### config.mk
export PLATFORM = sky130hd
export DESIGN_NAME = repeat_confirm_capture_gate_core_flat
export DESIGN_NICKNAME = d
export VERILOG_FILES = /design/src/rtl/rcg_pkg.sv /design/src/rtl/rcg_in_if.sv /design/src/rtl/rcg_out_if.sv /design/src/rtl/rcg_ctrl.sv /design/src/rtl/rcg_dp.sv /design/src/rtl/repeat_confirm_capture_gate_core.sv /design/src/flat_wrapper.sv
export SDC_FILE = /design/constraint.sdc
export NUM_CORES = 1
export LEC_CHECK = 0
export BUFFER_PORTS_ARGS = -buffer_cell sky130_fd_sc_hd__buf_2
export CORE_MARGIN = 3
export CORE_UTILIZATION = 61
export DETAILED_ROUTE_END_ITERATION = 12
export GPL_TIMING_DRIVEN = 0
export PLACE_DENSITY = 0.89
export SYNTH_ARGS = -nofsm -noshare
export SYNTH_HDL_FRONTEND = slang
export SYNTH_SLANG_ARGS = --single-unit
### constraint.sdc
create_clock -name i_clk -period 8.7 [get_ports i_clk]
set_clock_uncertainty 0.1 [all_clocks]
set_input_delay 1.74 -clock i_clk [delete_from_list [all_inputs] [get_ports i_clk]]
set_output_delay 1.74 -clock i_clk [all_outputs]
set_load 0.05 [all_outputs]
### src/rtl/rcg_pkg.sv
// Shared constants, control/status types and prefix helpers for the capture gate.
package rcg_pkg;

    localparam int RING_DEPTH_DEF      = 32;
    localparam int OBS_DEPTH_DEF       = 16;
    localparam int MAX_FRAME_BYTES_DEF = 255;

    localparam int PREFIX_BYTES = 6;
    localparam int LEN_W        = 8;
    localparam int PFX_W        = 8 * PREFIX_BYTES;
    localparam int PLEN_W       = 3;
    localparam int CNT_W        = 32;
    localparam int SLOT_W       = 5;
    localparam int OCC_W        = 6;

    // controller -> datapath
    typedef struct packed {
        logic in_ready;
        logic load;
        logic scan_step;
        logic commit;
    } t_cmd;

    // datapath -> controller
    typedef struct packed {
        logic in_valid;
        logic need_scan;
        logic scan_last;
        logic out_free;
    } t_status;

    // keeps the first plen bytes of the prefix
    function automatic logic [PFX_W-1:0] prefix_mask(input logic [PLEN_W-1:0] plen);
        logic [PFX_W-1:0] m;
        m = '0;
        for (int b = 0; b < PREFIX_BYTES; b++) begin
            m[b*8 +: 8] = (PLEN_W'(b) < plen) ? 8'hFF : 8'h00;
        end
        return m;
    endfunction

endpackage

### src/rtl/rcg_in_if.sv
// Input channel: one captured frame per transaction.
interface rcg_in_if;
    logic                        valid;
    logic                        ready;
    logic                        mode;
    logic                        coded_frame;
    logic [rcg_pkg::LEN_W-1:0]   frame_length;
    logic [rcg_pkg::PFX_W-1:0]   prefix_bytes;

    modport source (output valid, mode, coded_frame, frame_length, prefix_bytes,
                    input ready);
    modport sink   (input valid, mode, coded_frame, frame_length, prefix_bytes,
                    output ready);
endinterface

### src/rtl/rcg_out_if.sv
// Output channel: one gate decision with ring position and statistics per transaction.
interface rcg_out_if;
    logic                        valid;
    logic                        ready;
    logic                        decision;
    logic [rcg_pkg::SLOT_W-1:0]  write_slot;
    logic                        evicted;
    logic [rcg_pkg::OCC_W-1:0]   occupancy;
    logic [rcg_pkg::CNT_W-1:0]   inserted_total;
    logic [rcg_pkg::CNT_W-1:0]   evicted_total;
    logic [rcg_pkg::CNT_W-1:0]   rejected_total;
    logic [rcg_pkg::LEN_W-1:0]   length_min;
    logic [rcg_pkg::LEN_W-1:0]   length_max;
    logic [rcg_pkg::CNT_W-1:0]   length_sum;
    logic [rcg_pkg::CNT_W-1:0]   uncoded_total;
    logic [rcg_pkg::CNT_W-1:0]   coded_total;

    modport source (output valid, decision, write_slot, evicted, occupancy,
                    inserted_total, evicted_total, rejected_total, length_min,
                    length_max, length_sum, uncoded_total, coded_total,
                    input ready);
    modport sink   (input valid, decision, write_slot, evicted, occupancy,
                    inserted_total, evicted_total, rejected_total, length_min,
                    length_max, length_sum, uncoded_total, coded_total,
                    output ready);
endinterface

### src/rtl/rcg_ctrl.sv
// Sequencer for accept, prefix scan, drain and commit of one frame.
module rcg_ctrl (
    input  logic             i_clk,
    input  logic             i_rst_n,
    input  rcg_pkg::t_status i_st,
    output rcg_pkg::t_cmd    o_cmd
);

    typedef enum logic [1:0] {
        S_IDLE,
        S_SCAN,
        S_DRAIN,
        S_COMMIT
    } t_state;

    t_state r_state;

    always_ff @(posedge i_clk) begin
        if (!i_rst_n) begin
            r_state <= S_IDLE;
        end else begin
            unique case (r_state)
                S_IDLE: begin
                    if (i_st.in_valid) begin
                        r_state <= i_st.need_scan ? S_SCAN : S_COMMIT;
                    end
                end
                S_SCAN: begin
                    if (i_st.scan_last) begin
                        r_state <= S_DRAIN;
                    end
                end
                S_DRAIN: r_state <= S_COMMIT;
                S_COMMIT: begin
                    if (i_st.out_free) begin
                        r_state <= S_IDLE;
                    end
                end
                default: r_state <= S_IDLE;
            endcase
        end
    end

    // no transaction is taken while reset is held
    always_comb begin
        o_cmd           = '0;
        o_cmd.in_ready  = (r_state == S_IDLE) && i_rst_n;
        o_cmd.load      = (r_state == S_IDLE) && i_rst_n && i_st.in_valid;
        o_cmd.scan_step = (r_state == S_SCAN);
        o_cmd.commit    = (r_state == S_COMMIT) && i_st.out_free;
    end

endmodule

### src/rtl/rcg_dp.sv
// Datapath: frame capture, prefix store and scan, ring position and statistics.
module rcg_dp #(
    parameter int RING_DEPTH      = rcg_pkg::RING_DEPTH_DEF,
    parameter int OBS_DEPTH       = rcg_pkg::OBS_DEPTH_DEF,
    parameter int MAX_FRAME_BYTES = rcg_pkg::MAX_FRAME_BYTES_DEF
) (
    input  logic                        i_clk,
    input  logic                        i_rst_n,
    input  rcg_pkg::t_cmd               i_cmd,
    output rcg_pkg::t_status            o_st,
    input  logic                        i_in_valid,
    input  logic                        i_mode,
    input  logic                        i_coded_frame,
    input  logic [rcg_pkg::LEN_W-1:0]   i_frame_length,
    input  logic [rcg_pkg::PFX_W-1:0]   i_prefix_bytes,
    input  logic                        i_out_ready,
    output logic                        o_out_valid,
    output logic                        o_decision,
    output logic [rcg_pkg::SLOT_W-1:0]  o_write_slot,
    output logic                        o_evicted,
    output logic [rcg_pkg::OCC_W-1:0]   o_occupancy,
    output logic [rcg_pkg::CNT_W-1:0]   o_inserted_total,
    output logic [rcg_pkg::CNT_W-1:0]   o_evicted_total,
    output logic [rcg_pkg::CNT_W-1:0]   o_rejected_total,
    output logic [rcg_pkg::LEN_W-1:0]   o_length_min,
    output logic [rcg_pkg::LEN_W-1:0]   o_length_max,
    output logic [rcg_pkg::CNT_W-1:0]   o_length_sum,
    output logic [rcg_pkg::CNT_W-1:0]   o_uncoded_total,
    output logic [rcg_pkg::CNT_W-1:0]   o_coded_total
);

    localparam int OW  = (OBS_DEPTH > 1) ? $clog2(OBS_DEPTH) : 1;
    localparam int FW  = $clog2(OBS_DEPTH + 1);
    localparam int RW  = (RING_DEPTH > 1) ? $clog2(RING_DEPTH) : 1;
    localparam int FLW = $clog2(RING_DEPTH + 1);
    localparam int EW  = rcg_pkg::PLEN_W + rcg_pkg::PFX_W;

    // captured frame
    logic                          r_gated;
    logic                          r_coded;
    logic [rcg_pkg::LEN_W-1:0]     r_len;
    logic [rcg_pkg::PLEN_W-1:0]    r_plen;
    logic [rcg_pkg::PFX_W-1:0]     r_pfx;

    // prefix store and scan
    logic [EW-1:0]                 r_seen_mem [OBS_DEPTH];
    logic [OW-1:0]                 r_seen_next;
    logic [FW-1:0]                 r_seen_filled;
    logic [OW-1:0]                 r_idx;
    logic                          r_cmp_vld;
    logic                          r_hit;
    logic [rcg_pkg::PLEN_W-1:0]    r_rd_len;
    logic [rcg_pkg::PFX_W-1:0]     r_rd_pfx;

    // ring and statistics
    logic [RW-1:0]                 r_ring_next;
    logic [FLW-1:0]                r_ring_fill;
    logic [rcg_pkg::CNT_W-1:0]     r_adm_cnt;
    logic [rcg_pkg::CNT_W-1:0]     r_ovw_cnt;
    logic [rcg_pkg::CNT_W-1:0]     r_rej_cnt;
    logic [rcg_pkg::LEN_W-1:0]     r_shortest;
    logic [rcg_pkg::LEN_W-1:0]     r_longest;
    logic [rcg_pkg::CNT_W-1:0]     r_byte_sum;
    logic [rcg_pkg::CNT_W-1:0]     r_plain_cnt;
    logic [rcg_pkg::CNT_W-1:0]     r_manch_cnt;

    // result register
    logic                          r_out_valid;
    logic                          r_decision;
    logic [rcg_pkg::SLOT_W-1:0]    r_slot;
    logic                          r_evicted;

    logic [rcg_pkg::LEN_W-1:0]     len_in;
    logic [rcg_pkg::PLEN_W-1:0]    plen_in;
    logic                          admit;
    logic                          ring_full;
    logic [rcg_pkg::CNT_W-1:0]     n_adm_cnt;

    always_comb begin
        len_in = (32'(i_frame_length) > MAX_FRAME_BYTES)
               ? rcg_pkg::LEN_W'(MAX_FRAME_BYTES) : i_frame_length;
        plen_in = (len_in < rcg_pkg::LEN_W'(rcg_pkg::PREFIX_BYTES))
                ? len_in[rcg_pkg::PLEN_W-1:0] : rcg_pkg::PLEN_W'(rcg_pkg::PREFIX_BYTES);
    end

    assign admit     = !r_gated || r_hit;
    assign ring_full = (r_ring_fill == FLW'(RING_DEPTH));
    assign n_adm_cnt = r_adm_cnt + 1'b1;

    always_comb begin
        o_st.in_valid  = i_in_valid;
        o_st.need_scan = i_mode && i_coded_frame && (plen_in != '0) && (r_seen_filled != '0);
        o_st.scan_last = (FW'(r_idx) == r_seen_filled - FW'(1));
        o_st.out_free  = !r_out_valid || i_out_ready;
    end

    // prefix store: one read per scan step, one write per gated commit
    always_ff @(posedge i_clk) begin
        if (i_cmd.scan_step) begin
            {r_rd_len, r_rd_pfx} <= r_seen_mem[r_idx];
        end
        if (i_cmd.commit && r_gated) begin
            r_seen_mem[r_seen_next] <= {r_plen, r_pfx};
        end
    end

    // frame capture
    always_ff @(posedge i_clk) begin
        if (i_cmd.load) begin
            r_len   <= len_in;
            r_plen  <= plen_in;
            r_pfx   <= i_prefix_bytes & rcg_pkg::prefix_mask(plen_in);
            r_coded <= i_coded_frame;
        end
    end

    always_ff @(posedge i_clk) begin
        if (!i_rst_n) begin
            r_gated       <= 1'b0;
            r_idx         <= '0;
            r_cmp_vld     <= 1'b0;
            r_hit         <= 1'b0;
            r_seen_next   <= '0;
            r_seen_filled <= '0;
            r_ring_next   <= '0;
            r_ring_fill   <= '0;
            r_adm_cnt     <= '0;
            r_ovw_cnt     <= '0;
            r_rej_cnt     <= '0;
            r_shortest    <= '0;
            r_longest     <= '0;
            r_byte_sum    <= '0;
            r_plain_cnt   <= '0;
            r_manch_cnt   <= '0;
            r_out_valid   <= 1'b0;
            r_decision    <= 1'b0;
            r_slot        <= '0;
            r_evicted     <= 1'b0;
        end else begin
            r_cmp_vld <= i_cmd.scan_step;

            if (i_cmd.load) begin
                r_gated <= i_mode && i_coded_frame;
                r_idx   <= '0;
                r_hit   <= 1'b0;
            end else begin
                if (i_cmd.scan_step) begin
                    r_idx <= r_idx + OW'(1);
                end
                if (r_cmp_vld && (r_rd_len == r_plen) && (r_rd_pfx == r_pfx)) begin
                    r_hit <= 1'b1;
                end
            end

            if (i_cmd.commit) begin
                r_out_valid <= 1'b1;
            end else if (i_out_ready) begin
                r_out_valid <= 1'b0;
            end

            if (i_cmd.commit) begin
                if (r_gated) begin
                    r_seen_next <= (r_seen_next == OW'(OBS_DEPTH - 1))
                                 ? '0 : r_seen_next + OW'(1);
                    if (r_seen_filled != FW'(OBS_DEPTH)) begin
                        r_seen_filled <= r_seen_filled + FW'(1);
                    end
                end

                r_decision <= !admit;
                if (admit) begin
                    r_slot    <= rcg_pkg::SLOT_W'(r_ring_next);
                    r_evicted <= ring_full;
                    if (ring_full) begin
                        r_ovw_cnt <= r_ovw_cnt + 1'b1;
                    end else begin
                        r_ring_fill <= r_ring_fill + FLW'(1);
                    end
                    r_ring_next <= (r_ring_next == RW'(RING_DEPTH - 1))
                                 ? '0 : r_ring_next + RW'(1);
                    r_adm_cnt  <= n_adm_cnt;
                    r_byte_sum <= r_byte_sum + rcg_pkg::CNT_W'(r_len);
                    if (n_adm_cnt == rcg_pkg::CNT_W'(1)) begin
                        r_shortest <= r_len;
                        r_longest  <= r_len;
                    end else begin
                        if (r_len < r_shortest) begin
                            r_shortest <= r_len;
                        end
                        if (r_len > r_longest) begin
                            r_longest <= r_len;
                        end
                    end
                    if (r_coded) begin
                        r_manch_cnt <= r_manch_cnt + 1'b1;
                    end else begin
                        r_plain_cnt <= r_plain_cnt + 1'b1;
                    end
                end else begin
                    r_slot    <= '0;
                    r_evicted <= 1'b0;
                    r_rej_cnt <= r_rej_cnt + 1'b1;
                end
            end
        end
    end

    // statistics only move on commit, which waits for the pending result to leave
    assign o_out_valid      = r_out_valid;
    assign o_decision       = r_decision;
    assign o_write_slot     = r_slot;
    assign o_evicted        = r_evicted;
    assign o_occupancy      = rcg_pkg::OCC_W'(r_ring_fill);
    assign o_inserted_total = r_adm_cnt;
    assign o_evicted_total  = r_ovw_cnt;
    assign o_rejected_total = r_rej_cnt;
    assign o_length_min     = r_shortest;
    assign o_length_max     = r_longest;
    assign o_length_sum     = r_byte_sum;
    assign o_uncoded_total  = r_plain_cnt;
    assign o_coded_total    = r_manch_cnt;

endmodule

### src/rtl/repeat_confirm_capture_gate_core.sv
// Top level of the repeat-confirmation capture gate: sequencer plus datapath.
//
//  Channel   Dir  Modport   Contents
//  i_in      in   sink      mode, coded_frame, frame_length, prefix_bytes
//  o_out     out  source    decision, write_slot, evicted, occupancy, counters,
//                           length_min/max/sum
//
// Steps: a frame that needs no prefix lookup is accepted, then committed. A coded
// frame in gated mode with a non-empty prefix and a non-empty store scans the N
// remembered prefixes (at most OBS_DEPTH) before drain and commit; the prefix
// store has a single read port and the scan compares one entry per cycle.
// Reset: i_rst_n is synchronous, active low; it clears the counters, ring and
// store pointers. Store entries are never read before they are written.
// Stalls: the result sits in an output register, so the next frame is taken
// while it waits; commit of that frame holds until the result is taken.
module repeat_confirm_capture_gate_core #(
    parameter int RING_DEPTH      = rcg_pkg::RING_DEPTH_DEF,
    parameter int OBS_DEPTH       = rcg_pkg::OBS_DEPTH_DEF,
    parameter int MAX_FRAME_BYTES = rcg_pkg::MAX_FRAME_BYTES_DEF
) (
    input  logic      i_clk,
    input  logic      i_rst_n,
    rcg_in_if.sink    i_in,
    rcg_out_if.source o_out
);

    rcg_pkg::t_cmd    cmd;
    rcg_pkg::t_status st;

    // sequencer: accept -> optional scan and drain -> commit
    rcg_ctrl u_ctrl (
        .i_clk   (i_clk),
        .i_rst_n (i_rst_n),
        .i_st    (st),
        .o_cmd   (cmd)
    );

    // ready only while idle; one frame in work at a time
    assign i_in.ready = cmd.in_ready;

    rcg_dp #(
        .RING_DEPTH      (RING_DEPTH),
        .OBS_DEPTH       (OBS_DEPTH),
        .MAX_FRAME_BYTES (MAX_FRAME_BYTES)
    ) u_dp (
        .i_clk            (i_clk),
        .i_rst_n          (i_rst_n),
        .i_cmd            (cmd),
        .o_st             (st),
        .i_in_valid       (i_in.valid),
        .i_mode           (i_in.mode),
        .i_coded_frame    (i_in.coded_frame),
        .i_frame_length   (i_in.frame_length),
        .i_prefix_bytes   (i_in.prefix_bytes),
        .i_out_ready      (o_out.ready),
        .o_out_valid      (o_out.valid),
        .o_decision       (o_out.decision),
        .o_write_slot     (o_out.write_slot),
        .o_evicted        (o_out.evicted),
        .o_occupancy      (o_out.occupancy),
        .o_inserted_total (o_out.inserted_total),
        .o_evicted_total  (o_out.evicted_total),
        .o_rejected_total (o_out.rejected_total),
        .o_length_min     (o_out.length_min),
        .o_length_max     (o_out.length_max),
        .o_length_sum     (o_out.length_sum),
        .o_uncoded_total  (o_out.uncoded_total),
        .o_coded_total    (o_out.coded_total)
    );

endmodule

### src/flat_wrapper.sv
// flat-port wrapper written by rule: the top's interface ports become plain ports
module repeat_confirm_capture_gate_core_flat 
#(
    parameter int RING_DEPTH      = rcg_pkg::RING_DEPTH_DEF,
    parameter int OBS_DEPTH       = rcg_pkg::OBS_DEPTH_DEF,
    parameter int MAX_FRAME_BYTES = rcg_pkg::MAX_FRAME_BYTES_DEF
)
  (i_clk, i_rst_n, i_in_valid, i_in_mode, i_in_coded_frame, i_in_frame_length, i_in_prefix_bytes, i_in_ready, o_out_valid, o_out_decision, o_out_write_slot, o_out_evicted, o_out_occupancy, o_out_inserted_total, o_out_evicted_total, o_out_rejected_total, o_out_length_min, o_out_length_max, o_out_length_sum, o_out_uncoded_total, o_out_coded_total, o_out_ready);
  rcg_in_if i_in_i ();
  rcg_out_if o_out_i ();
  input  logic i_clk;
  input  logic i_rst_n;
  input wire logic [$bits(i_in_i.valid)-1:0] i_in_valid;
  input wire logic [$bits(i_in_i.mode)-1:0] i_in_mode;
  input wire logic [$bits(i_in_i.coded_frame)-1:0] i_in_coded_frame;
  input wire logic [$bits(i_in_i.frame_length)-1:0] i_in_frame_length;
  input wire logic [$bits(i_in_i.prefix_bytes)-1:0] i_in_prefix_bytes;
  output wire logic [$bits(i_in_i.ready)-1:0] i_in_ready;
  output wire logic [$bits(o_out_i.valid)-1:0] o_out_valid;
  output wire logic [$bits(o_out_i.decision)-1:0] o_out_decision;
  output wire logic [$bits(o_out_i.write_slot)-1:0] o_out_write_slot;
  output wire logic [$bits(o_out_i.evicted)-1:0] o_out_evicted;
  output wire logic [$bits(o_out_i.occupancy)-1:0] o_out_occupancy;
  output wire logic [$bits(o_out_i.inserted_total)-1:0] o_out_inserted_total;
  output wire logic [$bits(o_out_i.evicted_total)-1:0] o_out_evicted_total;
  output wire logic [$bits(o_out_i.rejected_total)-1:0] o_out_rejected_total;
  output wire logic [$bits(o_out_i.length_min)-1:0] o_out_length_min;
  output wire logic [$bits(o_out_i.length_max)-1:0] o_out_length_max;
  output wire logic [$bits(o_out_i.length_sum)-1:0] o_out_length_sum;
  output wire logic [$bits(o_out_i.uncoded_total)-1:0] o_out_uncoded_total;
  output wire logic [$bits(o_out_i.coded_total)-1:0] o_out_coded_total;
  input wire logic [$bits(o_out_i.ready)-1:0] o_out_ready;
  assign i_in_i.valid = i_in_valid;
  assign i_in_i.mode = i_in_mode;
  assign i_in_i.coded_frame = i_in_coded_frame;
  assign i_in_i.frame_length = i_in_frame_length;
  assign i_in_i.prefix_bytes = i_in_prefix_bytes;
  assign i_in_ready = i_in_i.ready;
  assign o_out_valid = o_out_i.valid;
  assign o_out_decision = o_out_i.decision;
  assign o_out_write_slot = o_out_i.write_slot;
  assign o_out_evicted = o_out_i.evicted;
  assign o_out_occupancy = o_out_i.occupancy;
  assign o_out_inserted_total = o_out_i.inserted_total;
  assign o_out_evicted_total = o_out_i.evicted_total;
  assign o_out_rejected_total = o_out_i.rejected_total;
  assign o_out_length_min = o_out_i.length_min;
  assign o_out_length_max = o_out_i.length_max;
  assign o_out_length_sum = o_out_i.length_sum;
  assign o_out_uncoded_total = o_out_i.uncoded_total;
  assign o_out_coded_total = o_out_i.coded_total;
  assign o_out_i.ready = o_out_ready;
  repeat_confirm_capture_gate_core #(.RING_DEPTH(RING_DEPTH), .OBS_DEPTH(OBS_DEPTH), .MAX_FRAME_BYTES(MAX_FRAME_BYTES)) u_core (.i_clk(i_clk), .i_rst_n(i_rst_n), .i_in(i_in_i), .o_out(o_out_i));
endmodule
=== After elaboration in Yosys (flattened, before gate mapping) ===
Memory sizes are Yosys's and may differ from the RTL's. A register that Yosys moved wholly into a read port is not among the register bits.
Index checks and enable logic that the tools add are counted.

* Register bits after elaboration: 305
* Memories kept: 1
* RAM bits: 816
* Output and inout port bits: 223
* Bits of input ports: 62

* Reductions and logical operators: 32
* Equal/unequal tests: 14
* Bitwise operators: 5
* Order comparisons: 9
* Add/sub/neg operators: 12
* Multiplexer cells: 24

{| class="wikitable"
|+ Memory list
! name !! words !! bits a word !! rd ports !! clocked after Yosys merged registers in !! wr ports !! line !! source
|-
| u_core.u_dp.r_seen_mem || 16 || 51 || 1 || 1 || 1 || rcg_dp.sv:46 || <nowiki>logic [EW-1:0] r_seen_mem [OBS_DEPTH];</nowiki>
|}

{| class="wikitable"
|+ Operators by type and width
! cell !! count
|-
| adder 32 x 1 -> 32 bit, second input constant || 5
|-
| 2-to-1 mux 8 bit || 10
|-
| AND 48 bit || 1
|-
| equality test 48 bit || 1
|-
| adder 32 x 8 -> 32 bit || 1
|-
| equality test 32 x 1 -> 1 bit, second input constant || 1
|-
| AND reduction 3 bit || 8
|-
| adder 5 x 1 -> 5 bit, second input constant || 2
|-
| 2-to-1 mux 5 bit || 2
|-
| logical AND 1 bit || 9
|-
| adder 4 x 1 -> 4 bit, second input constant || 2
|-
| greater-than comparator 8 bit || 1
|-
| less-than comparator 8 x 3 -> 1 bit, second input constant || 1
|-
| less-than comparator 8 bit || 1
|-
| 2-to-1 mux 2 bit || 4
|-
| case mux 2 bit (4 select lines) || 1
|-
| adder 6 x 1 -> 6 bit, second input constant || 1
|-
| equality test 6 bit, second input constant || 1
|-
| less-than comparator 1 x 3 -> 1 bit, first input constant || 2
|-
| less-than comparator 2 x 3 -> 1 bit, first input constant || 2
|-
| less-than comparator 3 bit, first input constant || 2
|-
| AND reduction 2 bit || 3
|-
| nonzero test 2 bit || 3
|-
| equality test 4 x 5 -> 1 bit || 1
|-
| other kinds (19) || 31
|}

=== Logic depth before layout (Yosys ltp) ===
Gate-level depths: netlist of run 1.

* Depth after elaboration: 8
* Depth in mapped cells: 12
* Mapped depth without buffers: 11

=== Cells and area by module ===
From an unflattened synthesis of run 1, not the netlist that was laid out.

* Cells, all modules: 2815
* Area total of the unflattened synthesis: 47382.9 um^2

{| class="wikitable"
|+ Modules (own cells, without submodules)
! module !! sequential area each (um^2) !! instances !! cells an instance !! area each (um^2)
|-
| rcg_dp || 32701.4 || 1 || 2791 || 47175.2
|-
| rcg_ctrl || 40.0 || 1 || 24 || 207.7
|}

=== Worst setup path before layout of run 1 ===
OpenSTA, ideal clock, no wires.

* Path kind: input port to flip-flop
* Start: input o_out_ready
* End: memory u_core.u_dp.r_seen_mem[0][0] (netlist bit) (enable)
* Arrival: 6075 ps
* Buffers on the path: 1
* Setup time: 522 ps
* Data required time: 8078 ps
* Stages: 5
* Path slack: 2003 ps
* Path through: nand2b_1 > and3_1 > clkbuf_1 > nand2_1 > nor3_1

* Longest elaborated chain between the ends: 5

{| class="wikitable"
|+ Ends and longest elaborated chain
! what !! line !! source
|-
| start, declared || flat_wrapper.sv:32 || <nowiki>input wire logic [$bits(o_out_i.ready)-1:0] o_out_ready;</nowiki>
|-
| logical OR 1 bit || rcg_dp.sv:94 || <nowiki>o_st.out_free = !r_out_valid || i_out_ready;</nowiki>
|-
| logical AND 1 bit || rcg_ctrl.sv:50 || <nowiki>o_cmd.commit = (r_state == S_COMMIT) && i_st.out_free;</nowiki>
|-
| logical AND 1 bit || rcg_dp.sv:102 || <nowiki>if (i_cmd.commit && r_gated) begin</nowiki>
|-
| 2-to-1 mux 1 bit || rcg_dp.sv:102 ||
|-
| 2-to-1 mux 1 bit (not written as such) || rcg_dp.sv:103 || <nowiki>r_seen_mem[r_seen_next] <= {r_plen, r_pfx};</nowiki>
|-
| end, declared || rcg_dp.sv:46 ||
|}

Every way passes these cells.

=== Worst setup path after layout of run 1 ===
* Start: input i_in_frame_length[7]
* End: register u_core.u_dp.r_pfx[16] (netlist bit), data pin

* Longest elaborated chain between the ends: 5

{| class="wikitable"
|+ Ends and longest elaborated chain
! what !! line !! source
|-
| start, declared || flat_wrapper.sv:16 || <nowiki>input wire logic [$bits(i_in_i.frame_length)-1:0] i_in_frame_length;</nowiki>
|-
| less-than comparator 8 x 3 -> 1 bit || rcg_dp.sv:82 || <nowiki>plen_in = (len_in < rcg_pkg::LEN_W'(rcg_pkg::PREFIX_BYTES))</nowiki>
|-
| 2-to-1 mux 3 bit || rcg_dp.sv:83 || <nowiki>? len_in[rcg_pkg::PLEN_W-1:0] : rcg_pkg::PLEN_W'(rcg_pkg::PREFIX_BYTES);</nowiki>
|-
| net u_core.u_dp.plen_in (one bit) || rcg_dp.sv:74 || <nowiki>logic [rcg_pkg::PLEN_W-1:0] plen_in;</nowiki>
|-
| less-than comparator 2 x 3 -> 1 bit || rcg_pkg.sv:37 || <nowiki>m[b*8 +: 8] = (PLEN_W'(b) < plen) ? 8'hFF : 8'h00;</nowiki>
|-
| 2-to-1 mux 8 bit || rcg_pkg.sv:37 ||
|-
| AND 48 bit || rcg_dp.sv:112 || <nowiki>r_pfx <= i_prefix_bytes & rcg_pkg::prefix_mask(plen_in);</nowiki>
|-
| end signal, assigned || rcg_dp.sv:112 ||
|-
| end, declared || rcg_dp.sv:43 || <nowiki>logic [rcg_pkg::PFX_W-1:0] r_pfx;</nowiki>
|}

The timed path passes the listed nets, and every way through them passes these cells.
A chain may end at the register's enable or synchronous reset.

==> impl_metrics.py, run 1 <==
metrics = {
    "status": {
        "status": "finished, final reports clean",
    },
    "clocking": {
        "hold_buffers": 0,
        "cts_setup_buffers": 0,
        "clk-insertion-delay-late_ns": 0.73,
        "cts_tree": "done",
        "clock_sinks": 1172,
        "cts.path.max_buffers": 3,
        "cts-root-buf": "clkbuf_16",
        "cts_resized": 0,
        "cts_buffers": 110,
        "htree_levels": 3,
        "clkSlewWorstSetupHoldPaths_ns": 0.07,
    },
    "logic_synthesis": {
        "synth_area_leaders": "edfxtp_1, mux4_2, dfxtp_1",
        "synth_largest_area_cell": "edfxtp_1",
        "synthFlopType": "edfxtp_1",
        "synth_top_area_frac": 0.5931,
        "ys_warn_count": 0,
        "synthTopCellsByCount": "edfxtp_1, mux4_2, dfxtp_1",
        "synth_nets": 2951,
        "synth_seq_cells": 1172,
        "async_flop_share": 0,
        "syn_avg_cell_area_um2": 16.51,
        "netlist_area_um2": 46930,
        "netlist_instances": 2843,
        "synth_edf_count": 927,
        "post-synth-top-count-cell": "edfxtp_1",
        "seq_area_frac_synth": 0.6976,
        "synth_cell_types": 72,
    },
    "routing": {
        "met1_length_um": 46090,
        "vias": 30100,
        "dr.pass1.iters": 6,
        "ant_nets": 0,
        "dr_wl_met2_um": 69630,
        "wl_met3_um": 17080,
        "wl_um": 141500,
        "routed_wire_length_per_instance_um": 31.99,
        "drt_drc_violations_left": 0,
        "drt_iter0_markers": 4318,
        "vias_per_cell": 6.802,
        "dr.max_layer_used": "met5",
    },
    "grt": {
        "antenna_found_initial": 8,
        "grt_pass1_wl_um": 204200,
        "overflow": 0,
        "grt_pass1_vias": 29840,
        "grt_max_degree": 46,
        "track_usage": 0.3508,
    },
    "power": {
        "p_seq_frac": 0.489,
        "p_sw_mw": 3.477,
        "power_frac_comb": 0.141,
        "ir_worst_vdd_v": 0.0002433,
        "p_int_mw": 9.775,
        "clockPowerShare": 0.369,
        "power_density_nw_per_um2": 243.8,
        "p_leak_nw": 18.11,
        "swShare": 0.2624,
    },
    "placed_design": {
        "portBuffers": 284,
        "dp.cells": 4211,
        "place_hpwl_um": 86630,
        "gp_congestion": 0.9188,
        "dpl_worst_slack_ns": 2.913,
    },
    "setup_path": {
        "crit_required_ns": 9.00,
        "reg2reg_from": "u_core.u_dp.r_idx[1]",
        "critPathKind": "primary input to register",
        "end_kind": "register",
        "r2r_cells": 5,
        "critPathCapture": "u_core.u_dp.r_pfx[16]",
        "worstPathMaxFanout": 10,
        "setup.worst_path.start": "i_in_frame_length[7]",
        "worstPathArrival_ns": 5.64,
        "rr_endpoint": "u_core.u_dp.r_rd_pfx[39]",
        "r2r_slack_ns": 4.39,
        "worstSetupStartpointType": "primary input",
    },
    "timing": {
        "worst_slack_ns": 3.353,
        "relSlewSlack": 0.1113,
        "fmax_mhz": 187.0,
        "timing.final.crit_share": 0.6146,
        "worst-slew-pin-transition_ns": 1.328,
        "rsz0062_at_grt": "false",
        "finalHoldViolCount": 0,
        "setup_violations": 0,
        "hold_ws_ns": 0.3718,
        "min_period_ns": 5.347,
        "slew_viol_final": 0,
    },
    "final_layout": {
        "drive_above_1_share": 0.2363,
        "stdcell_count": 4425,
        "syn_to_final_growth_pct": 15.81,
        "num-fill-cells": 4375,
        "fin_nets": 3401,
    },
    "job": {
        "maxCapViolations": 0,
    },
    "floorplan": {
        "die_w_um": 283.4,
        "coreArea_um2": 76080,
        "initial_utilization": 0.6169,
        "rows": 101,
        "dieArea_um2": 80300,
        "fp.dieH_um": 283.4,
        "io_pins": 285,
    },
    "hold_path": {
        "hp-class": "register to register",
        "holdCritStartpoint": "u_core.u_dp.o_length_sum[31]",
    },
}
-- critical path, stage by stage --
cell	delay, ns
buf_2	0.11
nor4_1	0.55
nand2_1	0.56
nor2_1	1.15
inv_1	0.29
o22ai_1	0.94
nor2_1	0.27
-- cell usage in the layout (no fill, tap or decap), drive strengths merged, types with 29 or more instances in the layout --
cell    count
a21oi      69
and2       33
and3       29
buf       379
clkbuf    244
clkinv     30
dfxtp     245
edfxtp    927
ha         45
inv        82
mux2i      35
mux4      255
nand2     161
nand3      70
nand4      72
nor2      209
nor2b      29
nor3       34
o21ai      40
or3        30
xnor2     101
xor2      103
-- how the worst min path moves through the flow --
stage | cells after the start | end | slack (ns)
6_report | 2 | u_core.u_dp.o_length_sum[31] | 0.37
5_1_grt | 2 | u_core.u_dp.o_length_sum[31] | 0.40
4_1_cts | 2 | u_core.u_dp.o_length_sum[31] | 0.37
3_5_place_dp | 2 | u_core.u_dp.o_length_sum[31] | 0.36
3_3_place_gp | 2 | u_core.u_dp.r_gated | 0.35
2_1_floorplan | 2 | u_core.u_dp.r_gated | 0.34
-- cell type report --
cell class / count / area, um2 / area share
repair buffers: 338 / 2387 / 0.04392
diodes: 9 / 22.52 / 0.0004144
clock buffers: 157 / 2980 / 0.05483
clock inverters: 48 / 610.6 / 0.01123
inverters: 78 / 295.3 / 0.005433
multi-input cells: 1465 / 13510 / 0.2486
flip-flops and latches: 1172 / 32740 / 0.6024
well taps: 1030 / 1289 / 0.02371
plain buffers: 128 / 511.7 / 0.009415
-- state kept, by name, summed over array words and instances (netlist names), 2 cells and up --
| register | cells |
|---|---|
| u_core.u_dp.r_seen_mem | 816 |
| u_core.u_dp.r_pfx | 48 |
| u_core.u_dp.r_rd_pfx | 48 |
| u_core.u_dp.o_coded_total | 32 |
| u_core.u_dp.o_evicted_total | 32 |
| u_core.u_dp.o_inserted_total | 32 |
| u_core.u_dp.o_length_sum | 32 |
| u_core.u_dp.o_rejected_total | 32 |
| u_core.u_dp.o_uncoded_total | 32 |
| u_core.u_dp.o_length_max | 8 |
| u_core.u_dp.o_length_min | 8 |
| u_core.u_dp.r_len | 8 |
| u_core.u_dp.o_occupancy | 6 |
| u_core.u_dp.o_write_slot | 5 |
| u_core.u_dp.r_ring_next | 5 |
| u_core.u_dp.r_seen_filled | 5 |
| u_core.u_dp.r_idx | 4 |
| u_core.u_dp.r_seen_next | 4 |
| u_core.u_dp.r_plen | 3 |
| u_core.u_dp.r_rd_len | 3 |
| u_core.u_ctrl.r_state | 2 |
-- power groups by stage --
| stage | clock network (mW) | logic [mW] | registers, mW |
|---|---|---|---|
| floorplan | 0 | 1.14 | 6.59 |
| global placement | 0 | 1.67 | 6.57 |
| detailed placement | 0 | 1.79 | 6.58 |
| CTS | 4.89 | 1.85 | 6.47 |
| global route | 5.09 | 1.94 | 6.49 |
| finish | 4.90 | 1.87 | 6.48 |
-- logic make-up (layout without fill, tap and decap cells) --
family	Yosys count	after routing	share of synthesized area
XOR/XNOR	204	204	0.03807
adder cells (fa/ha/maj)	46	46	0.01242
AO/OA/AOI/OAI	173	173	0.02280
flip-flops	1172	1172	0.6976
buffers and inverters	206	749	0.01712
AND/OR/NAND/NOR	751	751	0.08187
other	0	9	0
multiplexers	291	291	0.1301
-- metrics by stage --
stage,instance area (um2),TNS [ns],power (mW),utilization
after floorplan,46930,0,7.733,-
after global placement,49640,-459.41,8.236,0.6525
after CTS,54330,0,13.21,0.7141
after detailed placement,50740,0,8.370,0.6669
final,54350,0,13.25,0.7145
after global routing,54330,0,13.52,0.7142
-- per-layer routing --
| layer | track usage | up-vias |
|---|---|---|
| met5 | 0 | - |
| met4 | 0.1793 | 4 |
| met3 | 0.08787 | 588 |
| met2 | 0.5823 | 2733 |
| met1 | 0.4321 | 14910 |
| li1 | - | 11860 |
Note: power is estimated with default switching activity, not from simulation.
==> run 2: changes to the inputs <==
--- a/config.mk
+++ b/config.mk
@@ -7,10 +7,10 @@
 export LEC_CHECK = 0
 export BUFFER_PORTS_ARGS = -buffer_cell sky130_fd_sc_hd__buf_2
 export CORE_MARGIN = 3
-export CORE_UTILIZATION = 61
+export CORE_UTILIZATION = 55
 export DETAILED_ROUTE_END_ITERATION = 12
 export GPL_TIMING_DRIVEN = 0
-export PLACE_DENSITY = 0.89
+export PLACE_DENSITY = 0.85
 export SYNTH_ARGS = -nofsm -noshare
 export SYNTH_HDL_FRONTEND = slang
 export SYNTH_SLANG_ARGS = --single-unit
==> constraint.sdc (replaced) <==
create_clock -name i_clk -period 4.52 [get_ports i_clk]
set_clock_uncertainty 0.1 [all_clocks]
set_input_delay 0.904 -clock i_clk [delete_from_list [all_inputs] [get_ports i_clk]]
set_output_delay 0.904 -clock i_clk [all_outputs]
set_load 0.05 [all_outputs]
==> impl_metrics.py, run 2 (synthesized netlist as in run 1, its figures left out) <==
metrics = {
    "status": {
        "status": "finished, final reports clean",
    },
    "timing": {
        "relSlewSlack": 0.1015,
        "finalHoldViolCount": 0,
        "fmax_mhz": 225.3,
        "slew_viol_final": 0,
        "worst-slew-pin-transition_ns": 1.348,
        "timing.final.crit_share": 0.9819,
        "rsz0062_at_grt": "false",
        "min_period_ns": 4.438,
        "setup_violations": 0,
        "hold_ws_ns": 0.2949,
    },
    "routing": {
        "drt_iter0_markers": 4037,
        "wl_um": 135300,
        "wl_met3_um": 13950,
        "dr_wl_met2_um": 66230,
        "vias": 29190,
        "dr.max_layer_used": "met5",
        "vias_per_cell": 6.461,
        "ant_nets": 0,
        "routed_wire_length_per_instance_um": 29.95,
        "met1_length_um": 46390,
        "dr.pass1.iters": 6,
        "drt_drc_violations_left": 0,
    },
    "final_layout": {
        "multi_input_area_um2": 13550,
        "fin_nets": 3395,
        "top_register": "u_core.u_dp.r_seen_mem",
        "stdcell_count": 4518,
        "layout_common_cells": "edfxtp_1, buf_2, mux4_2, dfxtp_1, nor2_1",
        "num-fill-cells": 5494,
        "layout_commonest_cell": "edfxtp_1",
        "syn_to_final_growth_pct": 16.67,
        "seq_area_um2": 32740,
        "finish.instance_area_um2": 54760,
        "drive_above_1_share": 0.2430,
        "largest_reg_flops": 816,
    },
    "power": {
        "ir_worst_vdd_v": 0.0005033,
        "power_density_nw_per_um2": 467.7,
        "p_total_mw": 25.61,
        "p_leak_nw": 18.19,
    },
    "setup_path": {
        "cpPeakStageDelay_ns": 1.00,
        "slowest_stage": "clkdlybuf4s15_1",
        "reg2reg_from": "u_core.u_dp.r_idx[0]",
        "worstPathArrival_ns": 4.81,
        "r2r_slack_ns": 0.08,
        "setup.worst_path.start": "u_core.u_dp.r_idx[0]",
        "worstPathMaxFanout": 10,
        "end_kind": "register",
        "crit_required_ns": 4.90,
        "worstPathCellList": "clkbuf_1 > buf_1 > clkdlybuf4s15_1 > mux4_2 > mux4_2",
        "worstSetupStartpointType": "register",
        "critPathKind": "register to register",
        "r2r_cells": 5,
        "critPathMostFrequentCell": "mux4_2",
    },
    "floorplan": {
        "fp.dieH_um": 298.1,
        "die_w_um": 298.1,
        "initial_utilization": 0.5581,
        "dieArea_um2": 88870,
        "rows": 106,
        "io_pins": 285,
        "coreArea_um2": 84090,
    },
    "clocking": {
        "cts-root-buf": "clkbuf_16",
        "cts_tree": "done",
        "cts_buffers": 113,
        "htree_levels": 3,
        "clock_sinks": 1172,
        "clkSlewWorstSetupHoldPaths_ns": 0.07,
        "cts.path.max_buffers": 3,
        "clk-insertion-delay-late_ns": 0.74,
    },
    "grt": {
        "overflow": 0,
        "antenna_found_initial": 9,
        "grt_max_degree": 41,
        "track_usage": 0.3034,
        "grt_pass1_wl_um": 197600,
        "grt_pass1_vias": 28920,
    },
    "placed_design": {
        "dp.cells": 4306,
        "gp_congestion": 0.9456,
        "place_hpwl_um": 83560,
        "placed_area_um2": 50980,
        "portBuffers": 284,
    },
    "job": {
        "maxCapViolations": 0,
    },
    "hold_path": {
        "hp-class": "primary input to register",
        "hold_path_depth": 1,
        "holdCritStartpoint": "i_in_frame_length[4]",
    },
}
-- run 2: final timing paths --
check	end
setup / recovery	u_core.u_dp.r_rd_pfx[29]
hold reg to reg	u_core.u_dp.o_length_sum[31]
setup reg to reg	u_core.u_dp.r_rd_pfx[29]
hold / removal	u_core.u_dp.r_len[4]
-- run 2: critical path, delay by kind of cell, from the launching register on --
| kind | cells | cell delay, ns |
|---|---|---|
| DFF | 1 | 0.39 |
| buffers and inverters | 3 | 2.50 |
| muxes | 2 | 1.20 |
-- run 2: power breakdown --
group	switching (mW)	internal (mW)	total, mW
clock network	4.33	5.25	9.58
logic	2.08	1.49	3.57
registers	0.381	12.1	12.5
total	6.80	18.8	25.6
-- run 2: metrics by stage --
| step | util | setup TNS, ns | setup slack [ns] |
|---|---|---|---|
| 2_1_floorplan | - | 0 | 0.03886 |
| 3_3_place_gp | 0.5922 | -2150.81 | -2.973 |
| 3_5_place_dp | 0.6062 | -1.748 | -0.2476 |
| 4_1_cts | 0.6509 | 0 | 0.1103 |
| 5_1_grt | 0.6512 | 0 | 0.003125 |
| 6_report | 0.6512 | 0 | 0.08167 |
-- run 2: repair_timing --
action                                  in CTS  in global routing
gates resized for setup                      0                  1
endpoints found under the setup margin       0                  3
buffers inserted                             0                  0
hold buffers                                 0                  0
-- run 2: layout make-up --
type	count	area share
Sequential cell	1172	0.5980
Multi-Input combinational cell	1465	0.2474
Clock buffer	134	0.05473
Timing Repair Buffer	329	0.04513
Tap cell	1134	0.02591
Clock inverter	72	0.01378
Buffer	128	0.009437
Inverter	78	0.005393
Antenna cell	6	0.0002742
-- run 2: layer usage --
layer	vias to the layer above	track usage
met4	4	0.1755
met2	2269	0.4969
met3	521	0.06048
li1	11870	-
met1	14530	0.3797
met5	-	0
